File: src/design/rac_pkg.sv
// Shared widths, types and pipeline constants for the RGBA alpha compositor.
`timescale 1ns / 1ps
package rac_pkg;

    localparam int CH_W       = 8;   // one colour or alpha channel
    localparam int K_W        = 16;  // blend weights and divisor
    localparam int PROD_W     = 24;  // channel times weight
    localparam int NUM_W      = 25;  // sum of two products
    localparam int LANES      = 3;   // red, green, blue
    localparam int QBITS      = 8;   // quotient bits, one per division stage
    localparam int NST        = 12;  // pipeline stages, input register to output register
    localparam int DIV_STAGES = 10;  // stages that carry the divisor

    localparam logic [CH_W-1:0] CHAN_MAX = 8'hFF;

    typedef logic [CH_W-1:0]   t_chan;
    typedef logic [K_W-1:0]    t_k;
    typedef logic [PROD_W-1:0] t_prod;
    typedef logic [NUM_W-1:0]  t_num;
    typedef logic [NST-1:0]    t_en;
    typedef logic [DIV_STAGES-1:0][K_W-1:0] t_div_pipe;

endpackage

File: src/design/rac_in_if.sv
// Input channel: destination and source RGBA pixel with valid/ready.
`timescale 1ns / 1ps
interface rac_in_if;
    logic           valid;
    logic           ready;
    rac_pkg::t_chan dst_red;
    rac_pkg::t_chan dst_green;
    rac_pkg::t_chan dst_blue;
    rac_pkg::t_chan dst_alpha;
    rac_pkg::t_chan src_red;
    rac_pkg::t_chan src_green;
    rac_pkg::t_chan src_blue;
    rac_pkg::t_chan src_alpha;

    modport source (
        output valid, dst_red, dst_green, dst_blue, dst_alpha,
               src_red, src_green, src_blue, src_alpha,
        input  ready
    );
    modport sink (
        input  valid, dst_red, dst_green, dst_blue, dst_alpha,
               src_red, src_green, src_blue, src_alpha,
        output ready
    );
endinterface

File: src/design/rac_out_if.sv
// Output channel: composited RGBA pixel with valid/ready.
`timescale 1ns / 1ps
interface rac_out_if;
    logic           valid;
    logic           ready;
    rac_pkg::t_chan out_red;
    rac_pkg::t_chan out_green;
    rac_pkg::t_chan out_blue;
    rac_pkg::t_chan out_alpha;

    modport source (
        output valid, out_red, out_green, out_blue, out_alpha,
        input  ready
    );
    modport sink (
        input  valid, out_red, out_green, out_blue, out_alpha,
        output ready
    );
endinterface

File: src/design/rac_lane.sv
// One colour lane: weighted sum of two channels and a pipelined restoring divide.
`timescale 1ns / 1ps
module rac_lane (
    input  logic               i_clk,
    input  rac_pkg::t_en       i_en,
    input  rac_pkg::t_chan     i_d,
    input  rac_pkg::t_chan     i_s,
    input  rac_pkg::t_k        i_k1,
    input  rac_pkg::t_k        i_k2,
    input  rac_pkg::t_div_pipe i_div,
    output rac_pkg::t_chan     o_q,
    output logic               o_sat
);

    rac_pkg::t_prod r_p1;
    rac_pkg::t_prod r_p2;
    rac_pkg::t_num  r_rem [0:rac_pkg::QBITS-1];
    rac_pkg::t_chan r_q   [1:rac_pkg::QBITS];
    logic           r_sat [1:rac_pkg::QBITS];

    // Stage 1: both products.
    always_ff @(posedge i_clk) begin
        if (i_en[1]) begin
            r_p1 <= rac_pkg::t_prod'(i_d) * rac_pkg::t_prod'(i_k1);
            r_p2 <= rac_pkg::t_prod'(i_s) * rac_pkg::t_prod'(i_k2);
        end
    end

    // Stage 2: numerator.
    always_ff @(posedge i_clk) begin
        if (i_en[2]) begin
            r_rem[0] <= rac_pkg::t_num'(r_p1) + rac_pkg::t_num'(r_p2);
        end
    end

    // Stages 3..10: one quotient bit each, most significant first.
    for (genvar j = 1; j <= rac_pkg::QBITS; j++) begin : g_div
        localparam int B = rac_pkg::QBITS - j;
        rac_pkg::t_num  w_sub;
        logic           w_ge;
        rac_pkg::t_chan w_qin;
        logic           w_sat;

        assign w_sub = rac_pkg::t_num'(i_div[1+j]) << B;
        assign w_ge  = (r_rem[j-1] >= w_sub);

        if (j == 1) begin : g_first
            assign w_qin = '0;
            // quotient of 256 or more when numerator reaches divisor * 256
            assign w_sat = (r_rem[0] >= (rac_pkg::t_num'(i_div[2]) << rac_pkg::QBITS));
        end else begin : g_next
            assign w_qin = r_q[j-1];
            assign w_sat = r_sat[j-1];
        end

        always_ff @(posedge i_clk) begin
            if (i_en[2+j]) begin
                r_q[j]   <= {w_qin[rac_pkg::CH_W-2:0], w_ge};
                r_sat[j] <= w_sat;
            end
        end

        if (j < rac_pkg::QBITS) begin : g_rem
            always_ff @(posedge i_clk) begin
                if (i_en[2+j]) begin
                    r_rem[j] <= w_ge ? (r_rem[j-1] - w_sub) : r_rem[j-1];
                end
            end
        end
    end

    assign o_q   = r_q[rac_pkg::QBITS];
    assign o_sat = r_sat[rac_pkg::QBITS];

endmodule

File: src/design/rgba_alpha_composite.sv
// Top level of the RGBA "over" compositor: weight stage, three colour lanes, merge stage.
`timescale 1ns / 1ps
// Composites one 8-bit RGBA source pixel over one destination pixel per item.
// Weights k1 = (255 - src_alpha) * dst_alpha and k2 = src_alpha * 255 are
// shared by three identical colour lanes; each lane forms dst*k1 + src*k2 and
// divides it by max(max(dst_alpha, src_alpha) * 255, 1) in eight restoring
// steps, one quotient bit per pipeline stage. A quotient of 256 or more
// saturates to 255; output alpha is the larger of the two input alphas.
// Throughput is one item per cycle unless the output stalls. The item
// passes twelve registers on its way from acceptance to the output: the
// weight stage takes it at the accepting edge, then the product and sum
// stages, the eight divide stages and the merge register follow. Every stage
// has its own valid bit, so a stall on the output only holds stages that are
// full and bubbles collapse; the input stays ready while any stage is free.
// Both alphas zero gives a divisor of one and an all-zero pixel.
module rgba_alpha_composite (
    input  logic          i_clk,
    input  logic          i_rst_n,
    rac_in_if.sink        i_in,
    rac_out_if.source     o_out
);

    localparam int NST   = rac_pkg::NST;
    localparam int LANES = rac_pkg::LANES;

    // ---------------------------------------------------------------
    // Stage flow control: a stage loads when empty or when it drains.
    // ---------------------------------------------------------------
    logic [NST-1:0] r_vld;
    logic [NST:0]   w_take;

    assign w_take[NST] = o_out.ready;
    for (genvar k = 0; k < NST; k++) begin : g_take
        assign w_take[k] = ~r_vld[k] | w_take[k+1];
    end

    assign i_in.ready = w_take[0];

    always_ff @(posedge i_clk) begin
        if (!i_rst_n) begin
            r_vld <= '0;
        end else begin
            if (w_take[0]) begin
                r_vld[0] <= i_in.valid;
            end
            for (int k = 1; k < NST; k++) begin
                if (w_take[k]) begin
                    r_vld[k] <= r_vld[k-1];
                end
            end
        end
    end

    // ---------------------------------------------------------------
    // Stage 0: register the colours and form the shared weights.
    // ---------------------------------------------------------------
    rac_pkg::t_k    w_k1;
    rac_pkg::t_k    w_k2;
    rac_pkg::t_chan w_kmax;
    rac_pkg::t_k    w_div;

    assign w_k1   = rac_pkg::t_k'(rac_pkg::CHAN_MAX - i_in.src_alpha)
                  * rac_pkg::t_k'(i_in.dst_alpha);
    // times 255 as shift and subtract
    assign w_k2   = {i_in.src_alpha, 8'd0} - rac_pkg::t_k'(i_in.src_alpha);
    assign w_kmax = (i_in.dst_alpha > i_in.src_alpha) ? i_in.dst_alpha : i_in.src_alpha;
    // force a divisor of one when both alphas are zero
    assign w_div  = (w_kmax == '0) ? rac_pkg::t_k'(1)
                  : ({w_kmax, 8'd0} - rac_pkg::t_k'(w_kmax));

    rac_pkg::t_chan     r_dst [LANES];
    rac_pkg::t_chan     r_src [LANES];
    rac_pkg::t_k        r_k1;
    rac_pkg::t_k        r_k2;
    rac_pkg::t_div_pipe r_div;
    rac_pkg::t_chan     r_alpha [0:NST-2];

    always_ff @(posedge i_clk) begin
        if (w_take[0]) begin
            r_dst[0]   <= i_in.dst_red;
            r_dst[1]   <= i_in.dst_green;
            r_dst[2]   <= i_in.dst_blue;
            r_src[0]   <= i_in.src_red;
            r_src[1]   <= i_in.src_green;
            r_src[2]   <= i_in.src_blue;
            r_k1       <= w_k1;
            r_k2       <= w_k2;
            r_div[0]   <= w_div;
            r_alpha[0] <= w_kmax;
        end
    end

    // Carry divisor and alpha alongside the lane data.
    always_ff @(posedge i_clk) begin
        for (int k = 1; k < rac_pkg::DIV_STAGES; k++) begin
            if (w_take[k]) begin
                r_div[k] <= r_div[k-1];
            end
        end
        for (int k = 1; k < NST - 1; k++) begin
            if (w_take[k]) begin
                r_alpha[k] <= r_alpha[k-1];
            end
        end
    end

    // ---------------------------------------------------------------
    // Colour lanes.
    // ---------------------------------------------------------------
    rac_pkg::t_chan w_q   [LANES];
    logic           w_sat [LANES];

    for (genvar l = 0; l < LANES; l++) begin : g_lane
        rac_lane u_lane (
            .i_clk (i_clk),
            .i_en  (w_take[NST-1:0]),
            .i_d   (r_dst[l]),
            .i_s   (r_src[l]),
            .i_k1  (r_k1),
            .i_k2  (r_k2),
            .i_div (r_div),
            .o_q   (w_q[l]),
            .o_sat (w_sat[l])
        );
    end

    // ---------------------------------------------------------------
    // Merge stage: saturate each lane and join the pixel with its alpha.
    // ---------------------------------------------------------------
    rac_pkg::t_chan r_out [LANES];
    rac_pkg::t_chan r_out_alpha;

    always_ff @(posedge i_clk) begin
        if (w_take[NST-1]) begin
            for (int l = 0; l < LANES; l++) begin
                r_out[l] <= w_sat[l] ? rac_pkg::CHAN_MAX : w_q[l];
            end
            r_out_alpha <= r_alpha[NST-2];
        end
    end

    assign o_out.valid     = r_vld[NST-1];
    assign o_out.out_red   = r_out[0];
    assign o_out.out_green = r_out[1];
    assign o_out.out_blue  = r_out[2];
    assign o_out.out_alpha = r_out_alpha;

endmodule

File: src/flat_wrapper.sv
// flat-port wrapper written by rule: the top's interface ports become plain ports
module rgba_alpha_composite_flat 
  (i_clk, i_rst_n, i_in_valid, i_in_dst_red, i_in_dst_green, i_in_dst_blue, i_in_dst_alpha, i_in_src_red, i_in_src_green, i_in_src_blue, i_in_src_alpha, i_in_ready, o_out_valid, o_out_out_red, o_out_out_green, o_out_out_blue, o_out_out_alpha, o_out_ready);
  rac_in_if i_in_i ();
  rac_out_if o_out_i ();
  input  logic i_clk;
  input  logic i_rst_n;
  input wire logic [$bits(i_in_i.valid)-1:0] i_in_valid;
  input wire logic [$bits(i_in_i.dst_red)-1:0] i_in_dst_red;
  input wire logic [$bits(i_in_i.dst_green)-1:0] i_in_dst_green;
  input wire logic [$bits(i_in_i.dst_blue)-1:0] i_in_dst_blue;
  input wire logic [$bits(i_in_i.dst_alpha)-1:0] i_in_dst_alpha;
  input wire logic [$bits(i_in_i.src_red)-1:0] i_in_src_red;
  input wire logic [$bits(i_in_i.src_green)-1:0] i_in_src_green;
  input wire logic [$bits(i_in_i.src_blue)-1:0] i_in_src_blue;
  input wire logic [$bits(i_in_i.src_alpha)-1:0] i_in_src_alpha;
  output wire logic [$bits(i_in_i.ready)-1:0] i_in_ready;
  output wire logic [$bits(o_out_i.valid)-1:0] o_out_valid;
  output wire logic [$bits(o_out_i.out_red)-1:0] o_out_out_red;
  output wire logic [$bits(o_out_i.out_green)-1:0] o_out_out_green;
  output wire logic [$bits(o_out_i.out_blue)-1:0] o_out_out_blue;
  output wire logic [$bits(o_out_i.out_alpha)-1:0] o_out_out_alpha;
  input wire logic [$bits(o_out_i.ready)-1:0] o_out_ready;
  assign i_in_i.valid = i_in_valid;
  assign i_in_i.dst_red = i_in_dst_red;
  assign i_in_i.dst_green = i_in_dst_green;
  assign i_in_i.dst_blue = i_in_dst_blue;
  assign i_in_i.dst_alpha = i_in_dst_alpha;
  assign i_in_i.src_red = i_in_src_red;
  assign i_in_i.src_green = i_in_src_green;
  assign i_in_i.src_blue = i_in_src_blue;
  assign i_in_i.src_alpha = i_in_src_alpha;
  assign i_in_ready = i_in_i.ready;
  assign o_out_valid = o_out_i.valid;
  assign o_out_out_red = o_out_i.out_red;
  assign o_out_out_green = o_out_i.out_green;
  assign o_out_out_blue = o_out_i.out_blue;
  assign o_out_out_alpha = o_out_i.out_alpha;
  assign o_out_i.ready = o_out_ready;
  rgba_alpha_composite u_core (.i_clk(i_clk), .i_rst_n(i_rst_n), .i_in(i_in_i), .o_out(o_out_i));
endmodule
File: config.mk
export PLATFORM = sky130hd
export DESIGN_NAME = rgba_alpha_composite_flat
export DESIGN_NICKNAME = d
export VERILOG_FILES = /design/src/design/rac_pkg.sv /design/src/design/rac_in_if.sv /design/src/design/rac_out_if.sv /design/src/design/rac_lane.sv /design/src/design/rgba_alpha_composite.sv /design/src/flat_wrapper.sv
export SDC_FILE = /design/constraint.sdc
export NUM_CORES = 2
export LEC_CHECK = 0
export BUFFER_PORTS_ARGS = -buffer_cell sky130_fd_sc_hd__clkbuf_2
export CAP_MARGIN = 10
export CORE_UTILIZATION = 30
export CTS_BUF_LIST = sky130_fd_sc_hd__clkbuf_4
export DETAILED_ROUTE_END_ITERATION = 10
export PLACE_DENSITY_LB_ADDON = 0.25
export SKIP_CTS_REPAIR_TIMING = 1
export SYNTH_ARGS = -nofsm -noshare
export SYNTH_HDL_FRONTEND = slang
export SYNTH_SLANG_ARGS = --single-unit
File: constraint.sdc
create_clock -name i_clk -period 13.6 [get_ports i_clk]
set_input_delay 2.72 -clock i_clk [delete_from_list [all_inputs] [get_ports i_clk]]
set_output_delay 2.72 -clock i_clk [all_outputs]
set_load 0.005 [all_outputs]
==> results_dict.tcl <==
set metrics [dict create \
    status "completed" \
    cts_tree "done" \
    tns_ns 0 \
    synth-async-reset-ratio_pct 0 \
    grt_use_total_pct 15.86 \
    crit_arrival_ns 5.73 \
    die_w_um 554.1 \
    syn-num-nets 9836 \
    rsz0062_at_grt "false" \
    grt-busiest-layer "met2" \
    fin_crit_sh_pct 62.14 \
    nNetsFinal 10150 \
    hp-class "reg -> reg" \
    drt-initial-drc-count 3271 \
    drv_cap 0 \
    grtUsageMet2_pct 27.94 \
    fp.dieArea_sq_um 307000 \
    slew_headroom_pct 21.90 \
    critPathBufInv 4 \
    antenna_found_initial 6 \
    syn_inst 8389 \
    syn_to_final_growth_pct 10.33 \
    grtUsageMet1_pct 18.49 \
    ys_seq_area_share_pct 40.86 \
    routed_wl_um 245800 \
    insertion_delay_ns 1.22 \
    fmax_ghz 0.1183 \
    ff2ff_setup_slack_ns 7.57 \
    cts_made_buffers 348 \
    drc 0 \
    slew_viol_final 0 \
    min_period_ns 8.451 \
    tightest_slew_ns 1.171 \
    ant_nets 0 \
    skew_ns 0.1411 \
    netlist_area_sq_um 91430 \
    detailroute.via_count 62020 \
    grt_pass1_vias 64640 \
    crit_path_max_fanout 33 \
    start_util_pct 30.17 \
    worst_ep_required_time_ns 10.88 \
    firstDrtPassIters 5 \
    core_area_sq_um 303000 \
    critPathMaxStageDelay_ns 0.40 \
    post_drt_wl_per_cell_um 19.02 \
    critical_path.top_delay_family "simple AND/OR/NAND/NOR gates" \
    fill_cells 30540 \
    avgSynthCellArea_sq_um 10.90 \
    drt-vias-per-instance 4.800 \
    port_buffers 101 \
    final_hold_viol_count 0 \
    startpoint_type "input pin" \
    dp_hpwl_um 194500 \
    path_clk_slew_ns 0.06 \
    num_rows 202 \
    h-tree-depth 5 \
    ys_seq_elements 1248 \
    pin_count 102 \
    worstSetupPathType "in -> out" \
    ys_warn_count 0 \
    endpoint_kind "output port" \
    grt_pass1_wl_um 376600 \
    clock_sinks 1248 \
    grt_remaining_overflow 0 \
    drive_gt1_share_pct 9.971 \
    gp_congestion 0.9020 \
    crit_chain "clkbuf_2 > nor2b_1 > inv_2 > buf_4 > nor2_1 > and2_1 > and3_1 > and2_1 > and3_1 > nand2_4 > clkbuf_2" \
    cp_slowest_cell "and3_1" \
    cts_buffer_depth 4 \
    die_y_um 554.1 \
    setup_viol 0 \
    grt_start_max_net_pins 78 \
    cts_root_buf "clkbuf_4" \
    use_met3_pct 1.931 \
    synth_edf_count 1236 \
    synthFlopType "edfxtp_1" \
    ys_types 90 \
]
[Yosys cell counts (90+ instances only)]
| library cell | n | area (sq um) |
|---|---|---|
| xor2_1 | 182 | 1594 |
| nand3_1 | 90 | 450.4 |
| edfxtp_1 | 1236 | 37120 |
| mux2_2 | 112 | 1261 |
| xnor2_1 | 324 | 2838 |
| ha_1 | 815 | 10200 |
| nand2b_1 | 96 | 600.6 |
| inv_1 | 954 | 3581 |
| a21oi_1 | 449 | 2247 |
| o21ai_0 | 331 | 1657 |
| and2_1 | 655 | 4098 |
| o21a_1 | 101 | 758.2 |
| nand2_1 | 545 | 2046 |
| nor2_1 | 471 | 1768 |
| nor3_1 | 130 | 650.6 |
| a21o_1 | 181 | 1359 |
| fa_1 | 564 | 11290 |
| nor2b_1 | 123 | 769.5 |
| clkbuf_1 | 163 | 611.8 |
[layout make-up]
| cell class | instances | area, sq um | area share [%] |
|---|---|---|---|
| multi-input combinational | 5985 | 49740 | 49.30 |
| tap | 3978 | 4977 | 4.934 |
| inverter | 960 | 3621 | 3.589 |
| sequential | 1248 | 37360 | 37.03 |
| timing repair buffer | 157 | 925.9 | 0.9178 |
| antenna | 5 | 12.51 | 0.01240 |
| clock buffer | 478 | 3588 | 3.557 |
| clock inverter | 108 | 660.6 | 0.6549 |
[kinds of logic after synthesis]
group	Yosys count	share of synthesized area, %
AND/OR/NAND/NOR	2485	14.14
AO/OA/AOI/OAI	1474	10.14
adder cells (fa/ha/maj)	1379	23.50
flip-flops	1248	40.86
buffers and inverters	1156	4.822
XOR/XNOR	506	4.847
multiplexers	141	1.697
[cell usage in the layout, fill, tap and decap left out, drive strengths merged, types with 35 or more instances in the layout]
master and count:
inv 965, o21a 101, and3 50, nor2b 123, nor2 471, or2 49, a21o 181, o31ai 57
and2 655, buf 56, o21ai 343, nand2b 96, clkbuf 579, mux2 112, xnor2 324, a21boi 40
fa 564, a31oi 40, a211oi 50, clkinv 92, nand2 545, nor4 44, ha 815, o211ai 35
xor2 182, nand4 89, a21oi 450, or3 58, nor3 130, edfxtp 1236, nand3 90
[registers in the layout, summed over array words and instances, names as in the netlist, 24 cells and up]
| name | flops |
|---|---|
| u_core.g_lane.u_lane.r_p1 | 72 |
| u_core.g_lane.u_lane.r_p2 | 72 |
| u_core.g_lane.u_lane.r_q | 108 |
| u_core.g_lane.u_lane.r_rem | 600 |
| u_core.g_lane.u_lane.r_sat | 24 |
| u_core.r_alpha | 88 |
| u_core.r_div | 160 |
| u_core.r_dst | 24 |
| u_core.r_out | 24 |
| u_core.r_src | 24 |
[metrics by stage]
| step | hold slack, ns | util (%) | cell area, sq um | setup slack, ns | cells |
|---|---|---|---|---|---|
| 2_1_floorplan | 0.4003 | - | 91430 | 4.197 | 8389 |
| 3_3_place_gp | 0.4021 | 31.88 | 96620 | 5.093 | 12330 |
| 3_5_place_dp | 0.4045 | 31.88 | 96620 | 5.067 | 12330 |
| 4_1_cts | 0.3126 | 33.28 | 100900 | 5.054 | 12910 |
| 5_1_grt | 0.3366 | 33.29 | 100900 | 4.787 | 12920 |
| 6_report | 0.3359 | 33.29 | 100900 | 5.149 | 12920 |
[metal layers]
metal | share of wire [%] | vias to the layer above | routed length, um
li1 | - | 30040 | -
met1 | 41 | 30190 | 101800
met4 | 6.3 | 0 | 15460
met5 | 0 | - | 0
met2 | 49 | 1266 | 120800
met3 | 3.1 | 520 | 7657
[worst paths after layout]
kind / startpoint / end / depth (start not counted)
setup / recovery: o_out_ready / i_in_ready / 11
hold / removal: u_core.r_alpha[5][0] / u_core.r_alpha[6][0] / 0
setup reg to reg: u_core.r_k1[1] / u_core.g_lane[2].u_lane.r_p1[23] / 18
hold reg to reg: u_core.r_alpha[5][0] / u_core.r_alpha[6][0] / 0
Power is not shown: default switching activity piles up to over one toggle a cycle in this logic, so the estimate is an artifact.
